### src/rtl/tilt_angle_led_level_defines.svh
// Assertion macros for the tilt angle LED level RTL.
`ifndef TILT_ANGLE_LED_LEVEL_DEFINES_SVH
`define TILT_ANGLE_LED_LEVEL_DEFINES_SVH

// Check a property on every clock edge outside reset.
`define TAL_ASSERT(label, prop, msg) \
    label: assert property (@(posedge aclk) disable iff (!aresetn) prop) \
        else $error(msg);

// Check that a condition in one cycle leads to another in the next cycle.
`define TAL_ASSERT_NEXT(label, ante, cons, msg) \
    `TAL_ASSERT(label, (ante) |=> (cons), msg)

`endif

### src/rtl/tal_pkg.sv
// Shared types, constants and tables of the tilt angle LED level block.
`default_nettype none
package tal_pkg;

    localparam int ACC_W      = 16;
    localparam int NUM_W      = ACC_W + 1;
    localparam int SUM_W      = 2 * ACC_W;
    localparam int DEN_W      = ACC_W;
    localparam int REM_W      = DEN_W + 2;
    localparam int SQRT_STEPS = SUM_W / 2;
    localparam int CORDIC_STEPS = 16;
    localparam int WORK_SHIFT = 16;
    localparam int XY_W       = 35;
    localparam int Z_W        = 22;
    localparam int ZC_W       = 20;
    localparam int MAG_W      = 14;
    localparam int DIFF_W     = 16;
    localparam int DEG_W      = 8;
    localparam int LEVEL_W    = 10;
    localparam int TGT_W      = 8;
    localparam int CFG_IDX_W  = 1;
    localparam int CFG_DATA_W = 8;

    // Register indexes of the configuration port.
    localparam logic [CFG_IDX_W-1:0] REG_TILT_AXIS    = 1'd0;
    localparam logic [CFG_IDX_W-1:0] REG_TARGET_ANGLE = 1'd1;

    // Angle scaling: Z is in 0.0001 degree, results in 0.01 degree.
    localparam logic [ZC_W-1:0]  Z_MAX       = 20'd900000;
    localparam logic [ZC_W-1:0]  Z_ROUND     = 20'd50;
    localparam logic [MAG_W-1:0] MAG_FULL    = 14'd9000;
    localparam int               RECIP_W     = 26;
    localparam logic [RECIP_W-1:0] RECIP_100 = 26'd42949673;  // ceil(2^32 / 100)
    localparam int               RECIP_100_SH = 32;
    localparam int               RECIP9_W    = 21;
    localparam logic [RECIP9_W-1:0] RECIP_9  = 21'd1864136;   // ceil(2^24 / 9)
    localparam int               RECIP_9_SH  = 24;
    localparam int               LV_W        = 14;
    localparam logic [LEVEL_W-1:0] LEVEL_MAX = 10'd999;

    // atan(2^-i) in 0.0001 degree.
    localparam logic signed [Z_W-1:0] ATAN_TAB [CORDIC_STEPS] = '{
        22'sd450000, 22'sd265651, 22'sd140362, 22'sd71250,
        22'sd35763,  22'sd17899,  22'sd8952,   22'sd4476,
        22'sd2238,   22'sd1119,   22'sd560,    22'sd280,
        22'sd140,    22'sd70,     22'sd35,     22'sd17
    };

    typedef struct packed {
        logic                    axis;
        logic signed [TGT_W-1:0] target;
        logic                    num_neg;
        logic                    num_zero;
        logic                    den_zero;
        logic [ACC_W-1:0]        num_abs;
    } tal_side_t;

endpackage
`default_nettype wire

### src/rtl/tal_post.sv
// Post stages: scale the angle, form the error to target and the LED levels.
`default_nettype none
`include "tilt_angle_led_level_defines.svh"
module tal_post (
    input  wire logic                        aclk,
    input  wire logic                        aresetn,
    input  wire logic                        in_valid,
    output logic                             in_ready,
    input  wire logic signed [tal_pkg::Z_W-1:0] in_z,
    input  wire tal_pkg::tal_side_t          in_side,
    output logic                             out_valid,
    input  wire logic                        out_ready,
    output logic [tal_pkg::LEVEL_W-1:0]      green_level,
    output logic [tal_pkg::LEVEL_W-1:0]      orange_level,
    output logic [tal_pkg::LEVEL_W-1:0]      red_level,
    output logic [tal_pkg::LEVEL_W-1:0]      blue_level,
    output logic [tal_pkg::MAG_W-1:0]        angle_magnitude,
    output logic                             angle_positive
);
    localparam int P1_W = tal_pkg::ZC_W + tal_pkg::RECIP_W;
    localparam int P2_W = tal_pkg::DIFF_W + tal_pkg::RECIP_W;
    localparam int P3_W = tal_pkg::LV_W + tal_pkg::RECIP9_W;

    logic [3:0] v_reg;
    logic [3:0] adv;

    // Stage 1: clamp, round and divide by 100.
    logic [tal_pkg::ZC_W-1:0]  zc;
    logic [P1_W-1:0]           prod1;
    logic [tal_pkg::MAG_W-1:0] magraw1_reg;
    tal_pkg::tal_side_t        side1_reg;

    // Stage 2: special cases, sign and distance from target.
    logic [tal_pkg::MAG_W-1:0]         mag;
    logic                              pos;
    logic signed [tal_pkg::DIFF_W-1:0] angle_s, tgt100, diff;
    logic [tal_pkg::DIFF_W-1:0]        diff_abs;
    logic [tal_pkg::DIFF_W-1:0]        absd2_reg;
    logic [tal_pkg::MAG_W-1:0]         mag2_reg;
    logic                              pos2_reg, axis2_reg;

    // Stage 3: whole degrees.
    logic [P2_W-1:0]           prod2;
    logic [tal_pkg::DEG_W-1:0] deg3_reg;
    logic [tal_pkg::MAG_W-1:0] mag3_reg;
    logic                      pos3_reg, axis3_reg;

    // Stage 4: level = floor((50*deg - 1) / 9), saturated.
    logic [tal_pkg::LV_W-1:0]    deg50;
    logic [P3_W-1:0]             prod3;
    logic [tal_pkg::LV_W-1:0]    lv_raw;
    logic [tal_pkg::LEVEL_W-1:0] level;
    logic [tal_pkg::LEVEL_W-1:0] green_reg, orange_reg, red_reg, blue_reg;
    logic [tal_pkg::MAG_W-1:0]   mag4_reg;
    logic                        pos4_reg;

    assign adv[3]   = !v_reg[3] || out_ready;
    assign adv[2]   = !v_reg[2] || adv[3];
    assign adv[1]   = !v_reg[1] || adv[2];
    assign adv[0]   = !v_reg[0] || adv[1];
    assign in_ready = adv[0];

    always_ff @(posedge aclk) begin
        if (!aresetn) begin
            v_reg <= '0;
        end else begin
            if (adv[0]) v_reg[0] <= in_valid;
            if (adv[1]) v_reg[1] <= v_reg[0];
            if (adv[2]) v_reg[2] <= v_reg[1];
            if (adv[3]) v_reg[3] <= v_reg[2];
        end
    end

    always_comb begin
        if (in_z[tal_pkg::Z_W-1]) begin
            zc = '0;
        end else if (in_z > $signed({2'b00, tal_pkg::Z_MAX})) begin
            zc = tal_pkg::Z_MAX;
        end else begin
            zc = in_z[tal_pkg::ZC_W-1:0];
        end
    end
    assign prod1 = P1_W'(zc + tal_pkg::Z_ROUND) * P1_W'(tal_pkg::RECIP_100);

    always_ff @(posedge aclk) begin
        if (adv[0]) begin
            magraw1_reg <= prod1[tal_pkg::RECIP_100_SH +: tal_pkg::MAG_W];
            side1_reg   <= in_side;
        end
    end

    always_comb begin
        if (side1_reg.num_zero) begin
            mag = '0;
        end else if (side1_reg.den_zero) begin
            mag = tal_pkg::MAG_FULL;
        end else begin
            mag = magraw1_reg;
        end
        pos      = !side1_reg.num_neg && (mag != '0);
        angle_s  = side1_reg.num_neg ? -$signed({2'b00, mag}) : $signed({2'b00, mag});
        tgt100   = tal_pkg::DIFF_W'(side1_reg.target) * 16'sd100;
        diff     = tgt100 - angle_s;
        diff_abs = diff[tal_pkg::DIFF_W-1] ? tal_pkg::DIFF_W'(-diff) : tal_pkg::DIFF_W'(diff);
    end

    always_ff @(posedge aclk) begin
        if (adv[1]) begin
            absd2_reg <= diff_abs;
            mag2_reg  <= mag;
            pos2_reg  <= pos;
            axis2_reg <= side1_reg.axis;
        end
    end

    assign prod2 = P2_W'(absd2_reg) * P2_W'(tal_pkg::RECIP_100);

    always_ff @(posedge aclk) begin
        if (adv[2]) begin
            deg3_reg  <= prod2[tal_pkg::RECIP_100_SH +: tal_pkg::DEG_W];
            mag3_reg  <= mag2_reg;
            pos3_reg  <= pos2_reg;
            axis3_reg <= axis2_reg;
        end
    end

    always_comb begin
        deg50  = (tal_pkg::LV_W'(deg3_reg) << 5) + (tal_pkg::LV_W'(deg3_reg) << 4)
               + (tal_pkg::LV_W'(deg3_reg) << 1);
        prod3  = P3_W'(deg50 - tal_pkg::LV_W'(1)) * P3_W'(tal_pkg::RECIP_9);
        lv_raw = prod3[tal_pkg::RECIP_9_SH +: tal_pkg::LV_W];
        if (deg3_reg == '0) begin
            level = '0;
        end else if (lv_raw > tal_pkg::LV_W'(tal_pkg::LEVEL_MAX)) begin
            level = tal_pkg::LEVEL_MAX;
        end else begin
            level = lv_raw[tal_pkg::LEVEL_W-1:0];
        end
    end

    always_ff @(posedge aclk) begin
        if (adv[3]) begin
            green_reg  <= ( axis3_reg && !pos3_reg) ? level : '0;
            orange_reg <= (!axis3_reg && !pos3_reg) ? level : '0;
            red_reg    <= ( axis3_reg &&  pos3_reg) ? level : '0;
            blue_reg   <= (!axis3_reg &&  pos3_reg) ? level : '0;
            mag4_reg   <= mag3_reg;
            pos4_reg   <= pos3_reg;
        end
    end

    assign out_valid       = v_reg[3];
    assign green_level     = green_reg;
    assign orange_level    = orange_reg;
    assign red_level       = red_reg;
    assign blue_level      = blue_reg;
    assign angle_magnitude = mag4_reg;
    assign angle_positive  = pos4_reg;

    `TAL_ASSERT(a_one_channel, v_reg[3] |-> $onehot0({green_reg != '0, orange_reg != '0, red_reg != '0, blue_reg != '0}), "more than one LED channel lit")
    `TAL_ASSERT(a_mag_range, v_reg[3] |-> (mag4_reg <= tal_pkg::MAG_FULL), "angle magnitude above 90 degrees")
    `TAL_ASSERT(a_pos_nonzero, (v_reg[3] && pos4_reg) |-> (mag4_reg != '0), "positive angle with zero magnitude")
    `TAL_ASSERT_NEXT(a_stage_move, v_reg[2] && adv[3], v_reg[3], "item lost between last two stages")
endmodule
`default_nettype wire

### config.mk
export PLATFORM = sky130hd
export DESIGN_NAME = tal_post
export DESIGN_NICKNAME = d
export VERILOG_FILES = /design/src/rtl/tal_pkg.sv /design/src/rtl/tal_post.sv
export VERILOG_INCLUDE_DIRS = /design/src /design/src/rtl
export SDC_FILE = /design/constraint.sdc
export NUM_CORES = 1
export LEC_CHECK = 0
export BUFFER_PORTS_ARGS = -buffer_cell sky130_fd_sc_hd__buf_4
export CAP_MARGIN = 20
export CELL_PAD_IN_SITES_DETAIL_PLACEMENT = 1
export CELL_PAD_IN_SITES_GLOBAL_PLACEMENT = 2
export CORE_UTILIZATION = 35
export CTS_BUF_LIST = sky130_fd_sc_hd__clkbuf_4
export DETAILED_ROUTE_END_ITERATION = 12
export GPL_TIMING_DRIVEN = 0
export PLACE_DENSITY_LB_ADDON = 0.2
export SETUP_SLACK_MARGIN = 0.1
export SLEW_MARGIN = 30
export SYNTH_ARGS = -nofsm -noshare
export SYNTH_HDL_FRONTEND = slang
export SYNTH_SLANG_ARGS = --single-unit
### constraint.sdc
create_clock -name aclk -period 10.1 [get_ports aclk]
set_input_delay 1.515 -clock aclk [delete_from_list [all_inputs] [get_ports aclk]]
set_output_delay 1.515 -clock aclk [all_outputs]
set_load 0.01 [all_outputs]
==> results of run 1 <==
[routing by layer]
| metal | wire length, µm | up-vias | track usage |
|---|---|---|---|
| met1 | 29500 | 8228 | 0.250 |
| met3 | 1740 | 38 | 0.0149 |
| met4 | 678 | 0 | 0.0264 |
| met5 | 0 | - | 0 |
| li1 | - | 7763 | - |
| met2 | 31100 | 143 | 0.317 |
[kinds of logic (layout without fill, tap and decap cells)]
| logic type | Yosys count | in the layout | synth area share |
|---|---|---|---|
| fa+ha+maj | 928 | 928 | 0.580 |
| other cells | 1 | 10 | 0.000151 |
| compound gates | 210 | 210 | 0.0561 |
| flops | 140 | 140 | 0.167 |
| buf+inv | 599 | 760 | 0.0909 |
| xor+xnor | 109 | 109 | 0.0395 |
| mux | 4 | 4 | 0.00166 |
| simple gates | 318 | 318 | 0.0641 |
[worst min path at each step]
| stage | from | endpoint | slack (ns) | depth (start not counted) |
|---|---|---|---|---|
| floorplan | mag3_reg[0] | angle_magnitude[0] | 0.40 | 0 |
| global placement | pos2_reg | pos3_reg | 0.40 | 0 |
| detailed placement | mag3_reg[13] | angle_magnitude[13] | 0.41 | 0 |
| CTS | mag3_reg[13] | angle_magnitude[13] | 0.43 | 0 |
| global route | mag3_reg[13] | angle_magnitude[13] | 0.44 | 0 |
| finish | mag3_reg[11] | angle_magnitude[11] | 0.43 | 0 |
[stage by stage]
step | setup TNS (ns) | hold slack [ns] | setup WS (ns)
after floorplan | 0 | 0.400 | 0.0977
after global placement | -34.31 | 0.401 | -2.33
after detailed placement | -27.22 | 0.406 | -2.33
after CTS | 0 | 0.434 | 0.101
after global routing | -0.335 | 0.443 | -0.122
final | 0 | 0.431 | 0.125
[final cells by class]
class | instances | area [µm²] | share of cell area
plain buffers | 13 | 62.6 | 0.00225
flip-flops and latches | 140 | 4160 | 0.150
well taps | 940 | 1180 | 0.0423
clock buffers | 18 | 135 | 0.00486
diodes | 1 | 2.50 | 0.0000899
multi-input cells | 1578 | 18900 | 0.681
clock inverters | 14 | 131 | 0.00472
inverters | 586 | 2210 | 0.0795
repair buffers | 129 | 1000 | 0.0361
[placed cells by master, fill, tap and decap left out, types with 9 or more instances in the layout]
master    instances
nand4_1           9
a21o_1           26
fa_1            374
nor3_1           20
xnor2_1          69
nor2_1          108
and3_1            9
a21oi_1          51
and2_1           11
ha_4             10
nor2b_1          16
clkbuf_4         18
buf_4           125
inv_1           572
nand2_1          48
edfxtp_1        136
xor2_1           32
or2_2             9
conb_1            9
ha_1            539
o21ai_1          10
o21ai_0          30
nand2b_1         16
nand3_1          19
[synth_stat cells, types with 9 or more instances]
library cell,number,area (µm²)
o21ai_1,11,55.1
and3_1,10,62.6
a21oi_1,60,300
fa_1,377,7550
edfxtp_1,136,4080
and2_1,11,68.8
nor3_1,21,105
nand3_1,22,110
nor2_1,112,420
nand2_1,53,199
inv_1,584,2190
a21o_1,26,195
nand4_1,9,56.3
or2_2,9,56.3
o21ai_0,30,150
ha_1,551,6890
xor2_1,35,307
nand2b_1,17,106
xnor2_1,71,622
nor2b_1,16,100
[what timing repair did]
item | in CTS | in global routing
resized for setup | 37 | 27
setup buffers | 13 | 21
endpoints found under the hold margin | 0 | 0
endpoints found under the setup margin | 14 | 20
pin swaps | 18 | 13
gates cloned | 0 | 0
[worst max-delay path, delay by kind of cell]
| family | cells | cell delay (ns) |
|---|---|---|
| buffers and inverters | 7 | 0.61 |
| AO/OA/AOI/OAI | 10 | 2.12 |
| adder cells (fa/ha/maj) | 9 | 3.70 |
| AND/OR/NAND/NOR | 12 | 2.46 |
==> impl_metrics.sql, run 1 <==
INSERT INTO impl_metrics (metric_group, metric, value, unit) VALUES
('worst_setup_path', 'critPathKind', 'in -> reg', ''),
('die', 'die-height', '269', 'µm'),
('clock_tree', 'cts_max_path_buffers', '2', ''),
('timing', 'max-slew-margin-rel', '0.353', ''),
('routing', 'drc', '0', ''),
('synth', 'ys_ff_latch', '140', ''),
('grt', 'grt_antenna_before_repair', '2', ''),
('worst_setup_path', 'startpoint', 'in_z[6]', ''),
('clock_tree', 'cts.htree.levels', '4', ''),
('clock_tree', 'clk_latency', '0.58', 'ns'),
('die', 'die_area', '72200', 'µm²'),
('die', 'die_w', '269', 'µm'),
('timing', 'tightest_slew', '0.970', 'ns'),
('cells_and_area', 'finish.instance_area', '27800', 'µm²'),
('place', 'detailed_place.area', '27000', 'µm²'),
('routing', 'drt_pass1_iterations', '5', ''),
('cells_and_area', 'layout.filler_cells', '7853', ''),
('worst_setup_path', 'critPathCaptureType', 'flip-flop', ''),
('worst_setup_path', 'cp.arrival', '10.40', 'ns'),
('timing', 'post-route-period-util', '0.988', ''),
('clock_tree', 'cts_num_sinks', '140', ''),
('worst_setup_path', 'max_stage_delay', '0.57', 'ns'),
('die', 'floorplan.core_area', '70100', 'µm²'),
('worst_setup_path', 'endpoint', 'magraw1_reg[13]', ''),
('timing', 'finalHoldViolCount', '0', ''),
('routing', 'ratio_of_routed_vias_to_standard_cells', '4.73', ''),
('routing', 'dr_vias', '16200', ''),
('clock_tree', 'cts.hold.buffers_added', '0', ''),
('place', 'place_hpwl', '56900', 'µm'),
('timing', 'highest_attainable_clock_frequency', '0.100', 'GHz'),
('routing', 'totalWireLength', '63000', 'µm'),
('place', 'gpl.final_weighted_congestion', '0.833', ''),
('grt', 'gr-total-overflow', '0', ''),
('routing', 'drtIter0Drc', '567', ''),
('place', 'io_buffers', '93', ''),
('synth', 'yosysWarnings', '0', ''),
('clock_tree', 'cts_root_buffer', 'clkbuf_4', ''),
('status', 'status', 'finished, final reports clean', ''),
('worst_setup_path', 'cp_slowest_cell', 'or4b_4', ''),
('cells_and_area', 'num-nets-final', '3447', ''),
('synth', 'synth_top_flop_cell', 'edfxtp_1', ''),
('timing', 'fin_worst_skew', '0.0276', 'ns'),
('grt', 'first_global_vias', '18100', ''),
('synth', 'synth_enable_flop_cells', '136', ''),
('die', 'floorplan.initialDensity', '0.355', ''),
('worst_setup_path', 'rr_endpoint', 'green_level[9]', ''),
('grt', 'pin_count_of_the_biggest_net_entering_global_routing', '32', ''),
('die', 'placement_rows', '97', ''),
('timing', 'final.min_clock_period', '9.98', 'ns'),
('clock_tree', 'worst_setup_hold_path_clk_slew', '0.14', 'ns'),
('grt', 'grt_pass1_wl', '99900', 'µm'),
('synth', 'async_flop_share', '0', ''),
('grt', 'gr-usage-all-layers', '0.182', ''),
('worst_setup_path', 'ff2ff_path_depth', '29', ''),
('timing', 'final-max-slew-violation-count', '0', ''),
('worst_setup_path', 'timing.critical_path.from_type', 'input pin', ''),
('cells_and_area', 'largest_reg_flops', '16', ''),
('routing', 'routed_wire_length_per_instance', '18.4', 'µm'),
('place', 'number_of_placed_cells_counting_well_taps', '3353', ''),
('die', 'io_pins', '111', ''),
('routing', 'drtAntennaViolNets', '0', ''),
('worst_setup_path', 'ff2ff_setup_slack', '0.79', 'ns'),
('cells_and_area', 'share_of_the_core_filled_with_cells_in_the_final_layout', '0.397', ''),
('synth', 'yosysSeqAreaShare', '0.167', ''),
('synth', 'syn_inst', '2309', ''),
('clock_tree', 'cts_tree', 'yes', ''),
('worst_setup_path', 'critical-path-top-cell-by-count', 'fa_1', ''),
('synth', 'synth_cell_types', '80', ''),
('synth', 'syn_area', '24900', 'µm²'),
('timing', 'unrepaired_setup_endpoints_after_global_routing', 'true', ''),
('hold_path', 'hp-class', 'reg -> reg', ''),
('cells_and_area', 'area_growth', '11.8', '%'),
('worst_setup_path', 'worst-endpoint-required', '10.52', 'ns'),
('clock_tree', 'number_of_buffers_created_by_cts', '17', ''),
('cells_and_area', 'finalNonFillerCells', '3419', ''),
('timing', 'setup_viol', '0', ''),
('cells_and_area', 'final_layout_size_suffix_gt1_frac', '0.108', ''),
('worst_setup_path', 'timing.critical_path.fanout_max', '5', ''),
('flow_run', 'maxCapViolations', '0', ''),
('worst_setup_path', 'worst_reg2reg_startpoint', 'deg3_reg[0]', ''),
('synth', 'post_synth.cell_area_avg', '10.8', 'µm²');
Power of run 1 is not shown: default switching activity piles up to over one toggle a cycle in this logic, so the estimate is an artifact.
==> run 2: changes to the inputs <==
Settings changed: CORE_MARGIN from default to 2.
==> run 2 against run 1 <==
Net effect:
- non-clock buffer count increased by 7
- worst hold slack worse by 0.0060 ns
- flip-flop and latch count did not move
- final area is 0.48% higher
- critical path depth is the same
- via count decreased by 0.11%
==> impl_metrics.sql, run 2 (synthesized netlist as in run 1, its figures left out) <==
INSERT INTO impl_metrics (metric_group, metric, value, unit) VALUES
('routing', 'dr_vias', '16200', ''),
('cells_and_area', 'num-nets-final', '3454', ''),
('worst_setup_path', 'worst_reg2reg_startpoint', 'deg3_reg[0]', ''),
('worst_setup_path', 'worst_path_dominant_cell_family', 'adder cells', ''),
('routing', 'drtAntennaViolNets', '0', ''),
('clock_tree', 'number_of_buffers_created_by_cts', '17', ''),
('timing', 'highest_attainable_clock_frequency', '0.0999', 'GHz'),
('timing', 'fin_worst_skew', '0.0247', 'ns'),
('timing', 'post-route-period-util', '0.991', ''),
('routing', 'drt_pass1_iterations', '4', ''),
('cells_and_area', 'most_common_library_cell_in_the_layout_ignoring_fill_and_taps', 'inv_1', ''),
('place', 'place_hpwl', '56700', 'µm'),
('worst_setup_path', 'path_buf_inv', '7', ''),
('grt', 'pin_count_of_the_biggest_net_entering_global_routing', '56', ''),
('timing', 'setup_viol', '0', ''),
('timing', 'finalHoldViolCount', '0', ''),
('clock_tree', 'cts_max_path_buffers', '2', ''),
('timing', 'final-max-slew-violation-count', '0', ''),
('flow_run', 'maxCapViolations', '0', ''),
('timing', 'final.min_clock_period', '10.01', 'ns'),
('grt', 'first_global_vias', '18200', ''),
('die', 'floorplan.core_area', '70300', 'µm²'),
('routing', 'ratio_of_routed_vias_to_standard_cells', '4.72', ''),
('routing', 'drtIter0Drc', '544', ''),
('hold_path', 'hold_end', 'angle_magnitude[13]', ''),
('clock_tree', 'worst_setup_hold_path_clk_slew', '0.12', 'ns'),
('timing', 'unrepaired_setup_endpoints_after_global_routing', 'true', ''),
('grt', 'gr-usage-all-layers', '0.177', ''),
('die', 'die_w', '271', 'µm'),
('worst_setup_path', 'critical_path_depth', '38', ''),
('worst_setup_path', 'cp_slowest_cell', 'fa_1', ''),
('worst_setup_path', 'critPathCaptureType', 'flip-flop', ''),
('die', 'die-height', '271', 'µm'),
('worst_setup_path', 'ff2ff_path_depth', '28', ''),
('worst_setup_path', 'cp.arrival', '10.43', 'ns'),
('worst_setup_path', 'timing.critical_path.from_type', 'input pin', ''),
('timing', 'timing.setup.tns', '0', 'ns'),
('cells_and_area', 'area_growth', '12.4', '%'),
('worst_setup_path', 'critical-path-top-cell-by-count', 'fa_1', ''),
('cells_and_area', 'mostFrequentLayoutCells', 'inv_1, ha_1, fa_1', ''),
('worst_setup_path', 'max_stage_delay', '0.56', 'ns'),
('clock_tree', 'clk_latency', '0.56', 'ns'),
('worst_setup_path', 'timing.critical_path.fanout_max', '6', ''),
('die', 'placement_rows', '97', ''),
('die', 'die_area', '73200', 'µm²'),
('routing', 'totalWireLength', '63000', 'µm'),
('cells_and_area', 'multi_input_area', '18900', 'µm²'),
('place', 'io_buffers', '93', ''),
('cells_and_area', 'final_layout_size_suffix_gt1_frac', '0.110', ''),
('timing', 'max-slew-margin-rel', '0.279', ''),
('clock_tree', 'cts_num_sinks', '140', ''),
('die', 'floorplan.initialDensity', '0.354', ''),
('timing', 'tightest_slew', '1.08', 'ns'),
('worst_setup_path', 'rr_endpoint', 'red_level[9]', ''),
('worst_setup_path', 'worst-endpoint-required', '10.52', 'ns'),
('worst_setup_path', 'ff2ff_setup_slack', '0.69', 'ns'),
('routing', 'routed_wire_length_per_instance', '18.4', 'µm'),
('clock_tree', 'cts_tree', 'yes', ''),
('clock_tree', 'cts.hold.buffers_added', '0', ''),
('cells_and_area', 'layout.filler_cells', '7762', ''),
('hold_path', 'hold_path_depth', '0', ''),
('clock_tree', 'cts_root_buffer', 'clkbuf_4', ''),
('status', 'status', 'finished, final reports clean', ''),
('place', 'gpl.final_weighted_congestion', '0.822', ''),
('clock_tree', 'cts.htree.levels', '4', ''),
('worst_setup_path', 'critPathKind', 'in -> reg', ''),
('routing', 'drc', '0', ''),
('die', 'io_pins', '111', ''),
('cells_and_area', 'largest_reg_flops', '16', ''),
('grt', 'grt_pass1_wl', '101000', 'µm'),
('grt', 'gr-total-overflow', '0', ''),
('hold_path', 'hp-class', 'reg -> reg', ''),
('grt', 'grt_antenna_before_repair', '1', ''),
('cells_and_area', 'area.sequential', '4160', 'µm²'),
('hold_path', 'hp-start', 'mag3_reg[13]', '');
[run 2: changes by cell type in the layout (fill, tap and decap cells not counted), moves of 3 or more]
cell,change
bufinv_16,+4
a21oi_1,-3
xor2_1,+3
buf_4,+5
inv_8,-3
xor2_2,-3
[run 2: layer usage]
layer | part of all wire | GRT usage | up-vias | wire (µm)
met5 | 0 | 0 | - | 0
met4 | 0.0067 | 0.0190 | 0 | 423
met3 | 0.021 | 0.0168 | 30 | 1330
met2 | 0.50 | 0.309 | 130 | 31200
met1 | 0.48 | 0.244 | 8218 | 30100
li1 | - | - | 7776 | -
[run 2: area by class of cell]
cell class | count | share of cell area
Timing Repair Buffer | 136 | 0.0385
Antenna cell | 1 | 0.0000895
Inverter | 586 | 0.0792
Sequential cell | 140 | 0.149
Tap cell | 940 | 0.0421
Buffer | 13 | 0.00233
Clock buffer | 18 | 0.00483
Multi-Input combinational cell | 1578 | 0.677
Clock inverter | 13 | 0.00720
[run 2: metrics by stage]
step | utilization | instances | area [µm²] | hold WS, ns | setup WS [ns]
after detailed placement | 0.384 | 3353 | 27000 | 0.406 | -2.02
after global routing | 0.398 | 3425 | 28000 | 0.427 | -0.0983
after global placement | 0.383 | 3350 | 26900 | 0.403 | -2.10
after CTS | 0.393 | 3402 | 27600 | 0.429 | 0.102
after floorplan | - | 2317 | 25100 | 0.400 | 0.0977
final | 0.398 | 3425 | 28000 | 0.425 | 0.0897
[run 2: worst max-delay path by stage]
stage	from	to
global placement	in_z[4]	magraw1_reg[13]
floorplan	in_z[4]	magraw1_reg[13]
detailed placement	in_z[4]	magraw1_reg[13]
global route	in_z[4]	magraw1_reg[13]
CTS	in_z[4]	magraw1_reg[13]
finish	in_z[4]	magraw1_reg[13]
[run 2: what timing repair did]
item,CTS,global route
endpoints found under the hold margin,0,0
cloned,0,0
setup buffers,18,22
setup endpoints to repair,14,23
resized for setup,39,27
pin swaps,14,7
Power of run 2 is left out for the same reason.
